File: src/rtl/path_match_position_stats_top_defines.svh
// assertion macros for the top rtl file
`ifndef PATH_MATCH_POSITION_STATS_TOP_DEFINES_SVH
`define PATH_MATCH_POSITION_STATS_TOP_DEFINES_SVH

// plain property, sampled on clk, off during reset
`define PMPS_ASSERT(lbl, prop, msg) \
	lbl: assert property (@(posedge clk) disable iff (!arst_n) (prop)) else $error(msg);

// implication from one cycle to the next
`define PMPS_ASSERT_NEXT(lbl, ante, cons, msg) \
	lbl: assert property (@(posedge clk) disable iff (!arst_n) (ante) |=> (cons)) \
		else $error(msg);

`endif

File: src/rtl/pmps_pkg.sv
// ----------------------------------------------------------------------------
// pmps_pkg
// constants and helpers for the path match position stats block
// ----------------------------------------------------------------------------
`default_nettype none
package pmps_pkg;
	localparam logic [1:0] OP_PATH    = 2'd0;
	localparam logic [1:0] OP_RANGE   = 2'd1;
	localparam logic [1:0] OP_PATTERN = 2'd2;
	localparam logic [1:0] OP_COMPUTE = 2'd3;

	localparam logic [7:0] CH_SLASH = 8'h2F;
	localparam logic [7:0] CH_UA    = 8'h41;
	localparam logic [7:0] CH_UZ    = 8'h5A;
	localparam logic [7:0] CH_LA    = 8'h61;
	localparam logic [7:0] CH_LZ    = 8'h7A;

	localparam int RESULT_LIMIT = 32;
	// path index width: start plus a saturated offset of up to 256
	localparam int IW = 10;

	function automatic logic is_letter(input logic [7:0] ch);
		return (ch >= CH_UA && ch <= CH_UZ) || (ch >= CH_LA && ch <= CH_LZ);
	endfunction
endpackage
`default_nettype wire

File: src/rtl/pmps_ram.sv
// ----------------------------------------------------------------------------
// pmps_ram
// simple dual port ram, one write and one registered read per cycle
// ----------------------------------------------------------------------------
`default_nettype none
module pmps_ram #(
	parameter int WIDTH = 8,
	parameter int DEPTH = 256
) (
	input  wire logic                                     clk,
	input  wire logic                                     we,
	input  wire logic [(DEPTH > 1 ? $clog2(DEPTH) : 1)-1:0] waddr,
	input  wire logic [WIDTH-1:0]                         wdata,
	input  wire logic [(DEPTH > 1 ? $clog2(DEPTH) : 1)-1:0] raddr,
	output logic      [WIDTH-1:0]                         rdata
);
	logic [WIDTH-1:0] mem_q [DEPTH];

	always_ff @(posedge clk) begin
		if (we) begin
			mem_q[waddr] <= wdata;
		end
		rdata <= mem_q[raddr];
	end
endmodule
`default_nettype wire

File: src/rtl/path_match_position_stats_top.sv
// ----------------------------------------------------------------------------
// path_match_position_stats_top
// loads a path, match ranges and a query pattern, then reports per-range
// position features for ranking fuzzy path matches
// ----------------------------------------------------------------------------
// One word is handled at a time. Path and range words are taken when idle; a
// pattern word that extends a segment then goes through range read, path read
// and update. A compute word walks the path ram byte by byte (registered read,
// then evaluate) for the depth count, then per range back and ahead, with any
// wait on out_ready. The back run ends at '/' or the path start, the ahead run
// at '/', a zero byte or the path end. No clearing pass is needed after reset.
`default_nettype none
module path_match_position_stats_top #(
	parameter int PATH_MAX   = 256,
	parameter int MAX_RANGES = 32
) (
	input  wire logic       clk,
	input  wire logic       arst_n,
	input  wire logic       in_valid,
	output logic            in_ready,
	input  wire logic [1:0] op,
	input  wire logic [7:0] char_in,
	input  wire logic [7:0] range_start,
	input  wire logic [7:0] range_end,
	input  wire logic       word_last,
	output logic            out_valid,
	input  wire logic       out_ready,
	output logic [4:0]      range_index,
	output logic [7:0]      depth,
	output logic [7:0]      dir_back,
	output logic [7:0]      dir_ahead,
	output logic [7:0]      word_back,
	output logic [7:0]      word_ahead,
	output logic [7:0]      mismatches,
	output logic            last
);
	import pmps_pkg::*;

	localparam int LW = $clog2(PATH_MAX + 1);
	localparam int AW = $clog2(PATH_MAX);
	localparam int RW = (MAX_RANGES > 1) ? $clog2(MAX_RANGES) : 1;
	localparam int CW = $clog2(MAX_RANGES + 1);

	localparam logic [3:0] ST_IDLE  = 4'd0;
	localparam logic [3:0] ST_P_RNG = 4'd1;
	localparam logic [3:0] ST_P_PTH = 4'd2;
	localparam logic [3:0] ST_P_UPD = 4'd3;
	localparam logic [3:0] ST_D_A   = 4'd4;
	localparam logic [3:0] ST_D_E   = 4'd5;
	localparam logic [3:0] ST_D_ONE = 4'd6;
	localparam logic [3:0] ST_K_ST  = 4'd7;
	localparam logic [3:0] ST_K_LD  = 4'd8;
	localparam logic [3:0] ST_B_A   = 4'd9;
	localparam logic [3:0] ST_B_E   = 4'd10;
	localparam logic [3:0] ST_A_A   = 4'd11;
	localparam logic [3:0] ST_A_E   = 4'd12;
	localparam logic [3:0] ST_EMIT  = 4'd13;

	logic [3:0]  state_q;
	logic [LW-1:0] len_q, i_q;
	logic [CW-1:0] rc_q, seg_q, k_q, n_w;
	logic [8:0]  off_q, d_q;
	logic [7:0]  ch_q, depth_q, st_q, en_q, mm_q, db_q, wb_q, da_q, wa_q;
	logic        wend_q, wdone_q, inr_q;
	logic [MAX_RANGES-1:0] mv_q;

	logic          p_we, r_we, m_we;
	logic [AW-1:0] p_raddr;
	logic [7:0]    p_rdata, m_wdata, m_rdata;
	logic [RW-1:0] r_raddr, m_raddr, m_waddr;
	logic [15:0]   r_rdata;
	logic [IW-1:0] idx_w;
	logic [7:0]    pch_w, mval_w;
	logic          in_acc, out_load;

	assign in_ready = (state_q == ST_IDLE);
	assign in_acc   = in_valid && in_ready;
	assign out_load = (state_q == ST_EMIT) && (!out_valid || out_ready);
	assign n_w = (int'(rc_q) > RESULT_LIMIT) ? CW'(RESULT_LIMIT) : rc_q;
	assign pch_w  = inr_q ? p_rdata : 8'd0;
	assign mval_w = mv_q[m_raddr] ? m_rdata : 8'd0;

	assign p_we    = in_acc && (op == OP_PATH) && (int'(len_q) < PATH_MAX);
	assign r_we    = in_acc && (op == OP_RANGE) && (int'(rc_q) < MAX_RANGES);
	assign m_we    = (state_q == ST_P_UPD);
	assign m_waddr = seg_q[RW-1:0];
	assign m_wdata = (pch_w != ch_q && mval_w != 8'hFF) ? mval_w + 8'd1 : mval_w;

	// path index for the current scan step
	always_comb begin
		case (state_q)
			ST_P_PTH: idx_w = IW'(r_rdata[15:8]) + IW'(off_q);
			ST_D_A:   idx_w = (len_q == LW'(1)) ? '0 : IW'(i_q);
			ST_B_A:   idx_w = IW'(st_q - d_q[7:0]);
			ST_A_A:   idx_w = IW'(en_q) + IW'(d_q);
			default:  idx_w = '0;
		endcase
	end
	assign p_raddr = idx_w[AW-1:0];
	assign r_raddr = (state_q == ST_K_ST) ? k_q[RW-1:0] : seg_q[RW-1:0];
	assign m_raddr = r_raddr;

	pmps_ram #(.WIDTH(8), .DEPTH(PATH_MAX)) u_path_ram (
		.clk(clk), .we(p_we), .waddr(len_q[AW-1:0]), .wdata(char_in),
		.raddr(p_raddr), .rdata(p_rdata)
	);
	pmps_ram #(.WIDTH(16), .DEPTH(MAX_RANGES)) u_range_ram (
		.clk(clk), .we(r_we), .waddr(rc_q[RW-1:0]), .wdata({range_start, range_end}),
		.raddr(r_raddr), .rdata(r_rdata)
	);
	pmps_ram #(.WIDTH(8), .DEPTH(MAX_RANGES)) u_mm_ram (
		.clk(clk), .we(m_we), .waddr(m_waddr), .wdata(m_wdata),
		.raddr(m_raddr), .rdata(m_rdata)
	);

	always_ff @(posedge clk or negedge arst_n) begin
		if (!arst_n) begin
			state_q   <= ST_IDLE;
			len_q     <= '0;
			rc_q      <= '0;
			seg_q     <= '0;
			off_q     <= '0;
			mv_q      <= '0;
			out_valid <= 1'b0;
		end else begin
			if (out_load) out_valid <= 1'b1;
			else if (out_ready) out_valid <= 1'b0;
			inr_q <= (idx_w < IW'(len_q));
			case (state_q)
				ST_IDLE: begin
					if (in_acc) begin
						ch_q   <= char_in;
						wend_q <= word_last;
						case (op)
							OP_PATH: if (int'(len_q) < PATH_MAX) len_q <= len_q + LW'(1);
							OP_RANGE: if (int'(rc_q) < MAX_RANGES) rc_q <= rc_q + CW'(1);
							OP_PATTERN: begin
								if (char_in == CH_SLASH) begin
									// slash closes a segment, word end one more
									if (word_last && seg_q + CW'(1) < rc_q) seg_q <= seg_q + CW'(2);
									else if (seg_q < rc_q) seg_q <= seg_q + CW'(1);
									off_q <= '0;
								end else if (seg_q < rc_q) begin
									state_q <= ST_P_RNG;
								end else if (word_last) begin
									off_q <= '0;
								end
							end
							OP_COMPUTE: begin
								depth_q <= 8'd1;
								i_q     <= LW'(1);
								k_q     <= '0;
								state_q <= ST_D_A;
							end
							default: ;
						endcase
					end
				end
				ST_P_RNG: state_q <= ST_P_PTH;
				ST_P_PTH: state_q <= ST_P_UPD;
				ST_P_UPD: begin
					mv_q[m_waddr] <= 1'b1;
					if (wend_q) begin
						seg_q <= seg_q + CW'(1);
						off_q <= '0;
					end else if (off_q != 9'd256) begin
						off_q <= off_q + 9'd1;
					end
					state_q <= ST_IDLE;
				end
				ST_D_A: begin
					if (len_q == '0) begin
						depth_q <= 8'd0;
						state_q <= ST_K_ST;
					end else if (len_q == LW'(1)) begin
						state_q <= ST_D_ONE;
					end else if (i_q + LW'(1) < len_q) begin
						state_q <= ST_D_E;
					end else begin
						state_q <= ST_K_ST;
					end
				end
				ST_D_E: begin
					if (p_rdata == CH_SLASH && depth_q != 8'hFF) depth_q <= depth_q + 8'd1;
					i_q     <= i_q + LW'(1);
					state_q <= ST_D_A;
				end
				ST_D_ONE: begin
					depth_q <= (p_rdata != CH_SLASH) ? 8'd1 : 8'd0;
					state_q <= ST_K_ST;
				end
				ST_K_ST: begin
					if (k_q == n_w) begin
						len_q   <= '0;
						rc_q    <= '0;
						seg_q   <= '0;
						off_q   <= '0;
						mv_q    <= '0;
						state_q <= ST_IDLE;
					end else begin
						state_q <= ST_K_LD;
					end
				end
				ST_K_LD: begin
					st_q    <= r_rdata[15:8];
					en_q    <= r_rdata[7:0];
					// ram was read at k_q in the previous cycle
					mm_q    <= mv_q[k_q[RW-1:0]] ? m_rdata : 8'd0;
					d_q     <= '0;
					wdone_q <= 1'b0;
					state_q <= ST_B_A;
				end
				ST_B_A: begin
					if (d_q > {1'b0, st_q}) begin
						// ran off the path start
						if (!wdone_q) wb_q <= d_q[7:0] - 8'd1;
						db_q    <= d_q[7:0] - 8'd1;
						d_q     <= '0;
						wdone_q <= 1'b0;
						state_q <= ST_A_A;
					end else begin
						state_q <= ST_B_E;
					end
				end
				ST_B_E: begin
					if (!wdone_q && !is_letter(pch_w)) begin
						wb_q    <= d_q[7:0] - 8'd1;
						wdone_q <= 1'b1;
					end
					if (pch_w == CH_SLASH) begin
						db_q    <= d_q[7:0] - 8'd1;
						d_q     <= '0;
						wdone_q <= 1'b0;
						state_q <= ST_A_A;
					end else begin
						d_q     <= d_q + 9'd1;
						state_q <= ST_B_A;
					end
				end
				ST_A_A: state_q <= ST_A_E;
				ST_A_E: begin
					if (!wdone_q && !is_letter(pch_w)) begin
						wa_q    <= d_q[8] ? 8'hFF : d_q[7:0];
						wdone_q <= 1'b1;
					end
					if (pch_w == 8'd0 || pch_w == CH_SLASH) begin
						da_q    <= d_q[8] ? 8'hFF : d_q[7:0];
						state_q <= ST_EMIT;
					end else begin
						d_q     <= d_q + 9'd1;
						state_q <= ST_A_A;
					end
				end
				ST_EMIT: begin
					if (out_load) begin
						k_q     <= k_q + CW'(1);
						state_q <= ST_K_ST;
					end
				end
				default: state_q <= ST_IDLE;
			endcase
		end
	end

	// result word register
	always_ff @(posedge clk) begin
		if (out_load) begin
			range_index <= 5'(k_q);
			depth       <= depth_q;
			dir_back    <= db_q;
			dir_ahead   <= da_q;
			word_back   <= wb_q;
			word_ahead  <= wa_q;
			mismatches  <= mm_q;
			last        <= (k_q + CW'(1) == n_w);
		end
	end

	`include "path_match_position_stats_top_defines.svh"

	`PMPS_ASSERT(a_seg_bound, seg_q <= rc_q, "segment number past range count")
	`PMPS_ASSERT(a_len_bound, int'(len_q) <= PATH_MAX, "path length past path memory")
	`PMPS_ASSERT_NEXT(a_emit_next, out_load, state_q == ST_K_ST && out_valid,
		"emit did not return to range loop")
	`PMPS_ASSERT(a_no_emit_idle, !(state_q == ST_IDLE && out_load), "emit outside compute")
endmodule
`default_nettype wire

File: config.mk
export PLATFORM = sky130hd
export DESIGN_NAME = path_match_position_stats_top
export DESIGN_NICKNAME = d
export VERILOG_FILES = /design/src/rtl/pmps_pkg.sv /design/src/rtl/pmps_ram.sv /design/src/rtl/path_match_position_stats_top.sv
export VERILOG_INCLUDE_DIRS = /design/src /design/src/rtl
export SDC_FILE = /design/constraint.sdc
export NUM_CORES = 2
export LEC_CHECK = 0
export ABC_CLOCK_PERIOD_IN_PS = 5700
export BUFFER_PORTS_ARGS = -buffer_cell sky130_fd_sc_hd__buf_2
export CELL_PAD_IN_SITES_DETAIL_PLACEMENT = 0
export CELL_PAD_IN_SITES_GLOBAL_PLACEMENT = 1
export CORE_MARGIN = 3
export CORE_UTILIZATION = 44
export CTS_CLUSTER_DIAMETER = 100
export DETAILED_ROUTE_END_ITERATION = 12
export PLACE_DENSITY_LB_ADDON = 0.15
export SLEW_MARGIN = 20
export SYNTH_ARGS = -nofsm -noshare
export SYNTH_HDL_FRONTEND = slang
export SYNTH_SLANG_ARGS = --single-unit
File: constraint.sdc
create_clock -name clk -period 5.7 [get_ports clk]
set_input_delay 1.71 -clock clk [delete_from_list [all_inputs] [get_ports clk]]
set_output_delay 1.71 -clock clk [all_outputs]
set_load 0.1 [all_outputs]
==> flow_summary_export.csv <==
group,metric,value,unit
timing,rsz0062_at_grt,"no",
clock_tree,tritoncts,"done",
timing,period_share,93.2,%
routing,drcViolationCount,0,
routing,dr_total_vias,76908,
global_route,globalRoute.busiestLayer,"met2",
setup_path,r2r_end,"u_path_ram.rdata[2]",
setup_path,cp.required,6530,ps
cells_and_area,fin_util,50.3,%
synthesis,synth_cells,8786,
pwr,power.density,502,nW/um2
setup_path,r2r_start,"d_q[2]",
global_route,grt_overflow,0,
outcome,status,"finished clean",
die,core_region_area,281000,um2
clock_tree,cts_sinks,3068,
synthesis,synth_area_leaders,"edfxtp_1 71%, nand2_1 5.0%, mux4_2 2.2%, a211oi_1 1.8%, nand3_1 1.7%",
die,die_area,290000,um2
clock_tree,cts_resized,0,
synthesis,synth_async_sr_flop_share,2.18,%
cells_and_area,drive_gt1_share,11.9,%
worst_hold_path,holdPathStages,0,
cells_and_area,final_nets,9067,
timing,hold_viol_final,0,
synthesis,syn-mean-instance-area,14.2,um2
job,maxCapViolations,0,
routing,drt_iter0_drc,8956,
clock_tree,clkLatencyLatePin,930,ps
timing,max_freq,188,MHz
setup_path,crit_fanout,20,
synthesis,yosys.area.top_type,"edfxtp_1",
setup_path,cp_slowest_cell,"edfxtp_1",
cells_and_area,fillCellCount,23598,
timing,setup_viol,0,
global_route,grt_antenna_before_repair,29,
global_route,grt_pass1_wl,536000,um
global_route,grt_usage,25.0,%
global_route,grt_max_degree,196,
synthesis,ys_ff_latch,3068,
global_route,grt_use_met3,5.01,%
synthesis,yosysSeqAreaShare,73.3,%
die,io-pin-count,87,
synthesis,synth_edf_count,2969,
setup_path,path_class,"reg2reg",
setup_path,rr_worst_depth,15,
die,die_h,539,um
routing,first_pass_iters,7,
synthesis,ys_types,95,
timing,slew_headroom,21.0,%
clock_tree,numCtsBuffers,331,
cells_and_area,final_area,141000,um2
routing,post_drt_wl_per_cell,28.7,um
setup_path,end_kind,"flop",
clock_tree,postCtsSetupBuffers,0,
setup_path,crit_chain,"inv_1 > ha_1 > and3b_1 > or3_1 > a32o_1 > nor3_2 > inv_2 > buf_4 > nor2_4 > buf_4 > a22o_1 > a311oi_1 > or4_1 > a32o_1 > nand4_1",
synthesis,yosysTopAreaCellShare,71.4,%
setup_path,setup.worst_path.end,"u_path_ram.rdata[2]",
timing,holdWs,415,ps
global_route,use_met2,39.0,%
setup_path,cp_data_arrival_time,6150,ps
timing,worst_slack,385,ps
timing,drv_slew,0,
setup_path,cp.buffers_inverters,4,
placed_design,dp_slack,364,ps
clock_tree,cts_max_path_buffers,4,
timing,fin_tns_setup,0,ps
setup_path,path_delay_family,"simple AND/OR/NAND/NOR gates",
worst_hold_path,hold_path.class,"reg2reg",
routing,wl,372000,um
synthesis,synth_flop_cell,"edfxtp_1",
synthesis,synth_fp_nets,8899,
cells_and_area,areaGrowthSynthToFinish,13.2,%
synthesis,ys_warn_count,0,
placed_design,place_area,131000,um2
die,rows,194,
pwr,p_leak,47.1,nW
setup_path,critPathLaunchType,"flop",
die,start_util,44.4,%
clock_tree,ctsHoldBuffers,0,
clock_tree,path_clk_slew,60,ps
clock_tree,root_buffer,"clkbuf_16",
placed_design,place.port_buffers,86,
setup_path,ff2ff_setup_slack,380,ps
synthesis,syn_area,125000,um2
global_route,grt_pass1_vias,74870,
routing,viasPerCell,5.94,
timing,clock_skew,75.5,ps
placed_design,dp_hpwl,226000,um
global_route,grt_use_met1,36.1,%
pwr,vdd_ir_drop_max,0.512,mV
placed_design,place_congestion,0.860,
timing,worst_pin_slew,1190,ps
routing,ant_nets,0,
die,die-width,539,um
timing,min_period,5320,ps
setup_path,crit_path_start,"d_q[2]",
setup_path,cp_slowest_stage_delay,550,ps
clock_tree,htreeDepth,5,
setup_path,path_depth,15,
## sequential cells by signal (all words and copies together) (netlist names), 9 cells and up
register,count
d_q,9
i_q,9
len_q,9
mv_q,32
off_q,9
u_mm_ram.mem_q,256
u_path_ram.mem_q,2048
u_range_ram.mem_q,512
u_range_ram.rdata,16
## cells in the final DEF (no fill, tap or decap), types with 17 or more instances in the layout
cell type  synthesis  layout
o31ai_1           32      25
mux4_2           123     123
clkinv_1           3      69
a21oi_1          296     296
mux2_2            18      17
inv_1             48      47
bufinv_16          0      26
nor4_1            22      17
nor2b_1           22      22
nor2_1           497     478
nand2_1         1666    1655
clkbuf_1         368      83
nor3_1            46      44
edfxtp_1        2969    2969
and2_1           213     211
dfxtp_1           32      32
a221oi_1          68      68
a211oi_1         294     293
a22oi_1           53      53
clkbuf_16          0     338
a31oi_1          223     223
a311oi_1         120     120
buf_4             31     280
a22o_1            17      17
mux2i_1          182     176
xnor2_1           44      44
o21ai_0          138     138
buf_2            105      77
ha_1              79      79
a32oi_1           64      64
nand4_1           47      47
clkinv_2           0      38
nand2b_1          26      26
and3_1           105     104
o21a_1            28      28
buf_12             2      48
nand3_1          424     419
dfrtp_1           67      67
## kinds of logic (layout without fill, tap and decap cells)
kind of cell	count (synthesis)	after routing	share of synthesized area, %
compound gates	1468	1468	8.19
xor+xnor	59	59	0.414
flops	3068	3068	73.3
simple gates	3152	3152	11.1
buf+inv	634	1058	2.32
other cells	0	5	0
fa+ha+maj	82	82	0.840
mux	323	323	3.84
## stage by stage
step / instances / power [W]
CTS: 12933 / 0.0712
detailed placement: 12344 / 0.0503
global placement: 12343 / 0.0501
finish: 12939 / 0.0710
global route: 12936 / 0.0739
floorplan: 8786 / 0.0402
## worst min-delay path by stage
stage	start	endpoint	slack, ps
final	wb_q[2]	word_back[2]	420
after global routing	mm_q[7]	mismatches[7]	430
after CTS	wb_q[2]	word_back[2]	420
after detailed placement	wa_q[0]	word_ahead[0]	410
after global placement	mm_q[0]	mismatches[0]	400
after floorplan	u_range_ram.rdata[0]	en_q[0]	390
## synthesized netlist by cell type, types with 24 or more instances
library cell  number
nand3_1          424
ha_1              79
and2_1           213
o21ai_0          138
nand2b_1          26
a22oi_1           53
dfxtp_1           32
buf_1             43
nor3_1            46
nand4_1           47
buf_2            105
a21oi_1          296
mux2i_1          182
clkbuf_1         368
inv_1             48
buf_4             31
o31ai_1           32
and3_1           105
buf_6             24
a311oi_1         120
a221oi_1          68
xnor2_1           44
a211oi_1         294
edfxtp_1        2969
dfrtp_1           67
o21a_1            28
mux4_2           123
a31oi_1          223
nor2_1           497
nand2_1         1666
a32oi_1           64
## report_power, final
group	switching [W]	total (W)	leakage [nW]	internal, W
Clock	0.00888	0.0210	5.08	0.0121
Sequential	0.000459	0.0260	27.9	0.0256
Combinational	0.0168	0.0240	14.1	0.00725
Total	0.0261	0.0710	47.1	0.0449
## routing by layer
metal  vias up  wire length [um]
met5         -               108
met3       498             29700
li1      33828                 -
met4        16              9160
met2      2930            171000
met1     39636            162000
## worst reg2reg max path: stages, from the launching register on
cell and delay (ps):
edfxtp_1 550, inv_1 190, ha_1 410, and3b_1 240, or3_1 360, a32o_1 320, nor3_2 400, inv_2 280
buf_4 320, nor2_4 490, buf_4 420, a22o_1 290, a311oi_1 120, or4_1 520, a32o_1 280, nand4_1 80
## cell type report
class	count	area (um2)	share of cell area [%]
tap	3724	4660	3.30
multi-input combinational	5084	30900	21.8
sequential	3068	91500	64.7
clock buffer	421	8770	6.21
clock inverter	168	1720	1.21
antenna	5	12.5	0.00885
inverter	55	219	0.155
timing repair buffer	414	3600	2.54
(Power assumes the default switching activity.)
